**config.mk**
```make
export PLATFORM = sky130hd
export DESIGN_NAME = lru_page_replacement_flat
export DESIGN_NICKNAME = d
export VERILOG_FILES = /design/src/rtl/lpr_pkg.sv /design/src/rtl/lpr_if.sv /design/src/rtl/lpr_ram.sv /design/src/rtl/lru_page_replacement.sv /design/src/flat_wrapper.sv
export SDC_FILE = /design/constraint.sdc
export NUM_CORES = 1
export LEC_CHECK = 0
export BUFFER_PORTS_ARGS = -buffer_cell sky130_fd_sc_hd__buf_4
export CAP_MARGIN = 20
export CORE_ASPECT_RATIO = 1.25
export CORE_MARGIN = 3
export CORE_UTILIZATION = 26
export CTS_CLUSTER_SIZE = 24
export DETAILED_ROUTE_END_ITERATION = 16
export PLACE_DENSITY = 0.45
export SLEW_MARGIN = 0
export SYNTH_ARGS = -nofsm -noshare
export SYNTH_HDL_FRONTEND = slang
export SYNTH_HIERARCHICAL = 1
export SYNTH_SLANG_ARGS = --single-unit
export TNS_END_PERCENT = 30
```
**constraint.sdc**
```tcl
create_clock -name clk -period 8.55 [get_ports clk]
set_input_delay 1.71 -clock clk [delete_from_list [all_inputs] [get_ports clk]]
set_output_delay 1.71 -clock clk [all_outputs]
set_load 0.02 [all_outputs]
```
**src/rtl/lpr_pkg.sv**
```systemverilog
// Shared widths and reset values for the LRU page replacement block.
package lpr_pkg;

  // Field widths of the transactions and the configuration register
  localparam int unsigned PAGE_W = 4;
  localparam int unsigned SLOT_W = 3;
  localparam int unsigned CFG_W  = 4;
  localparam int unsigned TS_W   = 32;

  // Frames in use after reset
  localparam logic [CFG_W-1:0] CFG_RESET = 4'd3;

endpackage

```
**src/rtl/lpr_if.sv**
```systemverilog
// Valid/ready channel interfaces for page accesses and replacement results.
interface lpr_in_if;
  import lpr_pkg::*;

  logic              valid;
  logic              ready;
  logic [PAGE_W-1:0] page_number;

  modport source (output valid, output page_number, input ready);
  modport sink   (input valid, input page_number, output ready);
endinterface

interface lpr_out_if;
  import lpr_pkg::*;

  logic              valid;
  logic              ready;
  logic              hit;
  logic [SLOT_W-1:0] frame_slot;
  logic              evicted_valid;
  logic [PAGE_W-1:0] evicted_page;

  modport source (output valid, output hit, output frame_slot, output evicted_valid,
                  output evicted_page, input ready);
  modport sink   (input valid, input hit, input frame_slot, input evicted_valid,
                  input evicted_page, output ready);
endinterface

```
**src/rtl/lpr_ram.sv**
```systemverilog
// Generic single-write, single-read RAM with registered read data.
module lpr_ram #(
  parameter int unsigned WIDTH = 8,
  parameter int unsigned DEPTH = 16
) (
  input  logic                                    clk,
  input  logic                                    we,
  input  logic [((DEPTH > 1) ? $clog2(DEPTH) : 1)-1:0] waddr,
  input  logic [WIDTH-1:0]                        wdata,
  input  logic [((DEPTH > 1) ? $clog2(DEPTH) : 1)-1:0] raddr,
  output logic [WIDTH-1:0]                        rdata
);
  logic [WIDTH-1:0] mem [DEPTH];

  // Write port
  always_ff @(posedge clk) begin
    if (we) begin
      mem[waddr] <= wdata;
    end
  end

  // Registered read port
  always_ff @(posedge clk) begin
    rdata <= mem[raddr];
  end
endmodule

```
**src/rtl/lru_page_replacement.sv**
```systemverilog
// LRU page replacement unit: top level with its scan sequencer.
//
// Usage: each transaction on in_ch carries one page access; each access
// yields exactly one transaction on out_ch (hit flag, frame used, and the
// displaced page on a fault). cfg_we/cfg_wdata set the number of frames the
// policy may fill; write it only while the block is idle.
// From input acceptance, a hit goes through the look-up and done states to
// the result register; a fault into an empty frame goes through look-up,
// place and done; a fault with eviction adds a scan over every active frame
// between look-up and place. Input is taken one access at a time: a new
// access is accepted only once the last result has left the done state.
// The eviction scan reads one frame
// timestamp per cycle from the frame RAM and compares it against the running
// minimum in one 32-bit comparator.
// A finished result waits in the output register while the next access is
// taken; if out_ch stalls, the next access completes its work and then holds
// until the output register frees up.
// Reset (rst_n low, synchronous) empties every frame, clears all resident
// marks and the access counter, and sets frames in use to 3. No clearing
// pass is needed: RAM entries are only read once written.
module lru_page_replacement #(
  parameter int unsigned PAGES  = 16,
  parameter int unsigned FRAMES = 8
) (
  input  logic                      clk,
  input  logic                      rst_n,
  lpr_in_if.sink                    in_ch,
  lpr_out_if.source                 out_ch,
  input  logic                      cfg_we,
  input  logic [lpr_pkg::CFG_W-1:0] cfg_wdata
);
  import lpr_pkg::*;

  localparam int unsigned PW = $clog2(PAGES);
  localparam int unsigned FW = (FRAMES > 1) ? $clog2(FRAMES) : 1;
  localparam int unsigned LW = $clog2(FRAMES + 1);

  // Sequencer states
  localparam logic [2:0] S_IDLE  = 3'd0;
  localparam logic [2:0] S_LOOK  = 3'd1;
  localparam logic [2:0] S_SCAN  = 3'd2;
  localparam logic [2:0] S_PLACE = 3'd3;
  localparam logic [2:0] S_DONE  = 3'd4;

  // Control state
  logic [2:0]        state_r, state_nxt;
  logic [CFG_W-1:0]  cfg_r, cfg_nxt;
  logic [TS_W-1:0]   cnt_r, cnt_nxt;
  logic [FRAMES-1:0] filled_r, filled_nxt;
  logic [PAGES-1:0]  resident_r, resident_nxt;
  logic [LW-1:0]     scan_idx_r, scan_idx_nxt;
  logic              rd_pend_r, rd_pend_nxt;
  logic              out_valid_r, out_valid_nxt;

  // Working payload
  logic [PW-1:0]     page_r, page_nxt;
  logic [TS_W-1:0]   ts_r, ts_nxt;
  logic [FW-1:0]     slot_r, slot_nxt;
  logic [PW-1:0]     victim_r, victim_nxt;
  logic [TS_W-1:0]   min_r, min_nxt;
  logic              evict_r, evict_nxt;
  logic              hit_r, hit_nxt;
  logic [FW-1:0]     rd_idx_r, rd_idx_nxt;

  // Output register payload
  logic              out_hit_r, out_hit_nxt;
  logic [SLOT_W-1:0] out_slot_r, out_slot_nxt;
  logic              out_ev_r, out_ev_nxt;
  logic [PAGE_W-1:0] out_evpage_r, out_evpage_nxt;

  // RAM ports
  logic              ts_we;
  logic [FW-1:0]     ts_waddr;
  logic [TS_W-1:0]   ts_wdata;
  logic [TS_W-1:0]   ts_rdata;
  logic              fp_we;
  logic [PW-1:0]     fp_rdata;
  logic              pf_we;
  logic [FW-1:0]     pf_rdata;
  logic [FW-1:0]     scan_addr;

  // Derived values
  logic [PW-1:0]     page_red;
  logic [LW-1:0]     limit;
  logic              found_empty;
  logic [FW-1:0]     empty_slot;
  logic              issue;
  logic [FW+2:0]     slot_ext;
  logic [PW+3:0]     victim_ext;

  // Reduce the incoming page modulo PAGES by restoring subtraction
  always_comb begin
    logic [12:0] rem;
    rem = 13'(in_ch.page_number);
    for (int k = 3; k >= 0; k--) begin
      if (rem >= 13'(PAGES << k)) begin
        rem = rem - 13'(PAGES << k);
      end
    end
    page_red = rem[PW-1:0];
  end

  // Clamp the frame count to 1..FRAMES
  always_comb begin
    if (cfg_r == '0) begin
      limit = LW'(1);
    end else if (32'(cfg_r) > FRAMES) begin
      limit = LW'(FRAMES);
    end else begin
      limit = LW'(cfg_r);
    end
  end

  // Find the lowest empty frame below the limit
  always_comb begin
    found_empty = 1'b0;
    empty_slot  = '0;
    for (int j = FRAMES - 1; j >= 0; j--) begin
      if (!filled_r[j] && (j < int'(limit))) begin
        found_empty = 1'b1;
        empty_slot  = FW'(j);
      end
    end
  end

  assign issue      = (scan_idx_r < limit);
  assign scan_addr  = scan_idx_r[FW-1:0];
  assign slot_ext   = {3'b000, slot_r};
  assign victim_ext = {4'b0000, victim_r};

  // Sequencer
  always_comb begin
    state_nxt      = state_r;
    cfg_nxt        = cfg_r;
    cnt_nxt        = cnt_r;
    filled_nxt     = filled_r;
    resident_nxt   = resident_r;
    scan_idx_nxt   = scan_idx_r;
    rd_pend_nxt    = 1'b0;
    out_valid_nxt  = out_valid_r;
    page_nxt       = page_r;
    ts_nxt         = ts_r;
    slot_nxt       = slot_r;
    victim_nxt     = victim_r;
    min_nxt        = min_r;
    evict_nxt      = evict_r;
    hit_nxt        = hit_r;
    rd_idx_nxt     = rd_idx_r;
    out_hit_nxt    = out_hit_r;
    out_slot_nxt   = out_slot_r;
    out_ev_nxt     = out_ev_r;
    out_evpage_nxt = out_evpage_r;
    ts_we          = 1'b0;
    ts_waddr       = slot_r;
    ts_wdata       = ts_r;
    fp_we          = 1'b0;
    pf_we          = 1'b0;

    if (cfg_we) begin
      cfg_nxt = cfg_wdata;
    end

    // Drop the result once taken
    if (out_ch.ready) begin
      out_valid_nxt = 1'b0;
    end

    case (state_r)
      S_IDLE: begin
        // Latch the access and stamp it with the saturating counter
        if (in_ch.valid) begin
          page_nxt  = page_red;
          ts_nxt    = cnt_r;
          if (cnt_r != '1) begin
            cnt_nxt = cnt_r + TS_W'(1);
          end
          state_nxt = S_LOOK;
        end
      end
      S_LOOK: begin
        hit_nxt = resident_r[page_r];
        if (resident_r[page_r]) begin
          // Hit: refresh the timestamp of the frame holding the page
          slot_nxt  = pf_rdata;
          ts_we     = 1'b1;
          ts_waddr  = pf_rdata;
          evict_nxt = 1'b0;
          state_nxt = S_DONE;
        end else if (found_empty) begin
          slot_nxt  = empty_slot;
          evict_nxt = 1'b0;
          state_nxt = S_PLACE;
        end else begin
          evict_nxt    = 1'b1;
          scan_idx_nxt = '0;
          state_nxt    = S_SCAN;
        end
      end
      S_SCAN: begin
        // Issue one frame read per cycle, compare the one returning
        if (issue) begin
          scan_idx_nxt = scan_idx_r + LW'(1);
        end
        rd_pend_nxt = issue;
        rd_idx_nxt  = scan_addr;
        if (rd_pend_r) begin
          if ((rd_idx_r == '0) || (ts_rdata < min_r)) begin
            min_nxt    = ts_rdata;
            slot_nxt   = rd_idx_r;
            victim_nxt = fp_rdata;
          end
          if (LW'(rd_idx_r) == (limit - LW'(1))) begin
            state_nxt = S_PLACE;
          end
        end
      end
      S_PLACE: begin
        // Install the page in the chosen frame
        ts_we  = 1'b1;
        fp_we  = 1'b1;
        pf_we  = 1'b1;
        filled_nxt[slot_r] = 1'b1;
        if (evict_r) begin
          resident_nxt[victim_r] = 1'b0;
        end
        resident_nxt[page_r] = 1'b1;
        state_nxt = S_DONE;
      end
      S_DONE: begin
        // Hand the result to the output register when it is free
        if (!out_valid_r || out_ch.ready) begin
          out_valid_nxt  = 1'b1;
          out_hit_nxt    = hit_r;
          out_slot_nxt   = slot_ext[SLOT_W-1:0];
          out_ev_nxt     = evict_r;
          out_evpage_nxt = evict_r ? victim_ext[PAGE_W-1:0] : '0;
          state_nxt      = S_IDLE;
        end
      end
      default: begin
        state_nxt = S_IDLE;
      end
    endcase
  end

  // Control registers
  always_ff @(posedge clk) begin
    if (!rst_n) begin
      state_r     <= S_IDLE;
      cfg_r       <= CFG_RESET;
      cnt_r       <= '0;
      filled_r    <= '0;
      resident_r  <= '0;
      scan_idx_r  <= '0;
      rd_pend_r   <= 1'b0;
      out_valid_r <= 1'b0;
    end else begin
      state_r     <= state_nxt;
      cfg_r       <= cfg_nxt;
      cnt_r       <= cnt_nxt;
      filled_r    <= filled_nxt;
      resident_r  <= resident_nxt;
      scan_idx_r  <= scan_idx_nxt;
      rd_pend_r   <= rd_pend_nxt;
      out_valid_r <= out_valid_nxt;
    end
  end

  // Payload registers
  always_ff @(posedge clk) begin
    page_r       <= page_nxt;
    ts_r         <= ts_nxt;
    slot_r       <= slot_nxt;
    victim_r     <= victim_nxt;
    min_r        <= min_nxt;
    evict_r      <= evict_nxt;
    hit_r        <= hit_nxt;
    rd_idx_r     <= rd_idx_nxt;
    out_hit_r    <= out_hit_nxt;
    out_slot_r   <= out_slot_nxt;
    out_ev_r     <= out_ev_nxt;
    out_evpage_r <= out_evpage_nxt;
  end

  // Last-use timestamp of the page held in each frame
  lpr_ram #(.WIDTH(TS_W), .DEPTH(FRAMES)) u_ts_ram (
    .clk   (clk),
    .we    (ts_we),
    .waddr (ts_waddr),
    .wdata (ts_wdata),
    .raddr (scan_addr),
    .rdata (ts_rdata)
  );

  // Page held in each frame
  lpr_ram #(.WIDTH(PW), .DEPTH(FRAMES)) u_fpage_ram (
    .clk   (clk),
    .we    (fp_we),
    .waddr (slot_r),
    .wdata (page_r),
    .raddr (scan_addr),
    .rdata (fp_rdata)
  );

  // Frame holding each resident page
  lpr_ram #(.WIDTH(FW), .DEPTH(PAGES)) u_pframe_ram (
    .clk   (clk),
    .we    (pf_we),
    .waddr (page_r),
    .wdata (slot_r),
    .raddr (page_red),
    .rdata (pf_rdata)
  );

  // Channel outputs
  assign in_ch.ready          = (state_r == S_IDLE);
  assign out_ch.valid         = out_valid_r;
  assign out_ch.hit           = out_hit_r;
  assign out_ch.frame_slot    = out_slot_r;
  assign out_ch.evicted_valid = out_ev_r;
  assign out_ch.evicted_page  = out_evpage_r;

endmodule

```
**src/flat_wrapper.sv**
```systemverilog
// flat-port wrapper written by rule: the top's interface ports become plain ports
module lru_page_replacement_flat import lpr_pkg::*;
#(
  parameter int unsigned PAGES  = 16,
  parameter int unsigned FRAMES = 8
)
  (clk, rst_n, cfg_we, cfg_wdata, in_ch_valid, in_ch_page_number, in_ch_ready, out_ch_valid, out_ch_hit, out_ch_frame_slot, out_ch_evicted_valid, out_ch_evicted_page, out_ch_ready);
  lpr_in_if in_ch_i ();
  lpr_out_if out_ch_i ();
  input  logic clk;
  input  logic rst_n;
  input  logic cfg_we;
  input  logic [lpr_pkg::CFG_W-1:0] cfg_wdata;
  input wire logic [$bits(in_ch_i.valid)-1:0] in_ch_valid;
  input wire logic [$bits(in_ch_i.page_number)-1:0] in_ch_page_number;
  output wire logic [$bits(in_ch_i.ready)-1:0] in_ch_ready;
  output wire logic [$bits(out_ch_i.valid)-1:0] out_ch_valid;
  output wire logic [$bits(out_ch_i.hit)-1:0] out_ch_hit;
  output wire logic [$bits(out_ch_i.frame_slot)-1:0] out_ch_frame_slot;
  output wire logic [$bits(out_ch_i.evicted_valid)-1:0] out_ch_evicted_valid;
  output wire logic [$bits(out_ch_i.evicted_page)-1:0] out_ch_evicted_page;
  input wire logic [$bits(out_ch_i.ready)-1:0] out_ch_ready;
  assign in_ch_i.valid = in_ch_valid;
  assign in_ch_i.page_number = in_ch_page_number;
  assign in_ch_ready = in_ch_i.ready;
  assign out_ch_valid = out_ch_i.valid;
  assign out_ch_hit = out_ch_i.hit;
  assign out_ch_frame_slot = out_ch_i.frame_slot;
  assign out_ch_evicted_valid = out_ch_i.evicted_valid;
  assign out_ch_evicted_page = out_ch_i.evicted_page;
  assign out_ch_i.ready = out_ch_ready;
  lru_page_replacement #(.PAGES(PAGES), .FRAMES(FRAMES)) u_core (.clk(clk), .rst_n(rst_n), .in_ch(in_ch_i), .out_ch(out_ch_i), .cfg_we(cfg_we), .cfg_wdata(cfg_wdata));
endmodule
```
==> impl_metrics.sql <==
INSERT INTO impl_metrics (metric_group, metric, value, unit) VALUES
('placed_design', 'gp_routability_congestion', '0.745', ''),
('clock_network', 'postCtsResizedCells', '0', ''),
('global_route', 'global_route_wire_length_before_repair', '69600', 'um'),
('setup_path', 'critPathMaxFanout', '25', ''),
('global_route', 'grt_pass1_vias', '11300', ''),
('synthesis', 'synthDistinctLibCells', '65', ''),
('layout', 'final_common_cell', 'edfxtp_1', ''),
('power', 'power_density', '224', 'nW/um^2'),
('placed_design', 'place.detailed.instances', '2287', ''),
('clock_network', 'clock_pin_slew_worst_setup_and_hold_paths', '60', 'ps'),
('synthesis', 'synthArstFlopShare', '0', '%'),
('sta', 'rsz0062_at_grt', 'false', ''),
('sta', 'slew-limit-headroom', '24.7', '%'),
('drt', 'firstDrtPassIters', '4', ''),
('synthesis', 'netlist.area_leader.share', '60.4', '%'),
('drt', 'drtIter0Drc', '632', ''),
('global_route', 'antenna_found_initial', '2', ''),
('sta', 'finalClockSkew', '42.7', 'ps'),
('global_route', 'grtUsageMet1', '13.6', '%'),
('clock_network', 'insertion_delay', '620', 'ps'),
('clock_network', 'cts_tree', 'done', ''),
('synthesis', 'ys_dominant_reg_cell', 'edfxtp_1', ''),
('synthesis', 'synth-edff-count', '425', ''),
('sta', 'setup-violations-final', '0', ''),
('setup_path', 'cp_data_arrival_time', '4120', 'ps'),
('sta', 'worst_pin_slew', '1120', 'ps'),
('die', 'floorplan.rows', '116', ''),
('power', 'totalPowerFinal', '5.48', 'mW'),
('drt', 'post-route-drc-count', '0', ''),
('layout', 'mostFrequentLayoutCells', '425 x edfxtp_1, 105 x dfxtp_1, 58 x nand2_1', ''),
('die', 'core_area', '80400', 'um^2'),
('synthesis', 'synth.net_count', '1280', ''),
('drt', 'drt_wirelength', '45000', 'um'),
('layout', 'post_route_cells_drive_above_1_share', '16.5', '%'),
('clock_network', 'cts_buffers', '55', ''),
('sta', 'timing.final.max_slew_violations', '0', ''),
('layout', 'antennaDiodeCount', '0', ''),
('power', 'worst_ir_drop_vdd', '0.000148', 'V'),
('power', 'leakagePower', '8.03', 'nW'),
('clock_network', 'cts.sinks', '533', ''),
('setup_path', 'startpoint_class_of_the_critical_path', 'register', ''),
('clock_network', 'cts-hold-fix-buffers', '0', ''),
('clock_network', 'cts_root_buffer', 'clkbuf_16', ''),
('drt', 'detail_route.wl_per_cell', '18.8', 'um'),
('synthesis', 'synthesis_stage_register_bit_count', '533', ''),
('global_route', 'globalRouteOverflowTotal', '0', ''),
('synthesis', 'synth_largest_area_cell', 'edfxtp_1', ''),
('setup_path', 'timing.critical_path.required', '8840', 'ps'),
('sta', 'fmaxAchievable', '261', 'MHz'),
('clock_network', 'post-cts-setup-buffer-count', '0', ''),
('setup_path', 'path_cells', 'mux4_2, a22oi_2, a31oi_1, mux2_2, nand2b_1, nor2_4, buf_16', ''),
('hold_path', 'hold_path_class', 'reg2reg', ''),
('die', 'initial_core_util', '26.3', '%'),
('placed_design', 'dpl.hpwl', '28000', 'um'),
('setup_path', 'reg2reg_depth', '7', ''),
('die', 'ios', '24', ''),
('global_route', 'grt_start_max_net_pins', '74', ''),
('outcome', 'status', 'complete, no violations', ''),
('global_route', 'global_routing_s_busiest_layer', 'met2', ''),
('drt', 'postRouteAntennaNets', '0', ''),
('layout', 'stdcell_count', '2392', ''),
('drt', 'via_count', '10700', ''),
('drt', 'routed_via_density', '4.45', ''),
('setup_path', 'timing.critical_path.slowest_stage_cell', 'edfxtp_1', ''),
('sta', 'period_share', '44.7', '%'),
('clock_network', 'h-tree-depth', '2', ''),
('placed_design', 'portBuffers', '23', ''),
('synthesis', 'postSynthAreaPerCell', '17.2', 'um^2'),
('setup_path', 'setup.worst_path.end_class', 'register', ''),
('sta', 'timing.hold.ws', '402', 'ps'),
('global_route', 'met3_use_gr', '2.24', '%');
## final cells by class
cell class	count	area, um^2
Fill cell	7926	56000
Clock inverter	24	230
Inverter	44	165
Timing Repair Buffer	40	340
Sequential cell	533	14900
Tap cell	1062	1330
Clock buffer	80	1540
Multi-Input combinational cell	609	5890
## kinds of logic after synthesis
kind of cell | synth area share [%]
flip-flops | 70.6
AND/OR/NAND/NOR | 7.70
multiplexers | 12.7
AO/OA/AOI/OAI | 3.33
buffers and inverters | 1.89
adder cells (fa/ha/maj) | 2.37
XOR/XNOR | 1.41
## where the power goes
| group | total (mW) | internal (mW) | switching, mW |
|---|---|---|---|
| clock network | 2.31 | 1.32 | 0.990 |
| logic | 0.204 | 0.0741 | 0.130 |
| registers | 2.97 | 2.89 | 0.0783 |
| total | 5.48 | 4.28 | 1.20 |
## stage by stage
stage	area, um^2	setup slack [ps]	utilization, %
3_3_place_gp	22600	4490	28.1
2_1_floorplan	21100	3710	-
6_report	24400	4720	30.4
4_1_cts	24400	4470	30.4
5_1_grt	24400	4430	30.4
3_5_place_dp	22600	4480	28.1
## state kept, by name, indices dropped and copies added, names as in the netlist, 3 cells and up
register	cells
u_core/u_ts_ram/rdata	32
u_core/out_ch.evicted_page	4
u_core/rd_idx_r	3
u_core/u_fpage_ram/mem	32
u_core/ts_r	32
u_core/u_ts_ram/mem	256
u_core/u_fpage_ram/rdata	4
u_core/u_pframe_ram/rdata	3
u_core/u_pframe_ram/mem	48
u_core/min_r	32
u_core/scan_idx_r	4
u_core/out_ch.frame_slot	3
u_core/page_r	4
u_core/resident_r	16
u_core/victim_r	4
u_core/filled_r	8
u_core/cfg_r	4
u_core/state_r	3
u_core/slot_r	3
u_core/cnt_r	32
## worst paths after layout
path         slack (ps)                        end                         from
min reg2reg         400         u_core/victim_r[0]  u_core/u_fpage_ram/rdata[0]
min                 400         u_core/victim_r[0]  u_core/u_fpage_ram/rdata[0]
max                4720  u_core/u_ts_ram/mem[3][7]             u_core/page_r[0]
max reg2reg        4720  u_core/u_ts_ram/mem[3][7]             u_core/page_r[0]
## per-layer routing
metal,part of all wire (%),up-vias
met1,43,5491
met2,50,151
met5,0,-
met4,2.7,0
li1,-,4931
met3,3.9,83
## cell usage after synthesis (4+ instances only)
cell type,instances
clkbuf_1,17
edfxtp_1,425
a21boi_0,9
mux2i_1,6
nor2b_1,16
nor3b_1,8
ha_1,40
nor2_1,43
o21ai_0,34
mux4_2,32
xnor2_1,14
nor3_1,23
buf_1,5
and2_1,38
buf_6,9
and3_1,6
a21oi_1,14
nand4_1,15
or3_1,4
mux2_2,39
xor2_1,20
nand2_1,58
nand3b_1,7
o21a_1,11
nor4_1,12
nand3_1,29
inv_1,43
and4_1,4
buf_2,10
a211oi_1,4
mux4_1,56
a21o_1,4
nand2b_1,17
dfxtp_1,108
## worst max-delay path, delay by kind of cell (launching register included)
family / cells / cell delay [ps]
AOI/OAI and AO/OA: 2 / 460
buffers and inverters: 1 / 240
DFF: 1 / 890
and+or+nand+nor: 2 / 940
muxes: 2 / 960
Note: power is estimated with default switching activity, not from simulation.
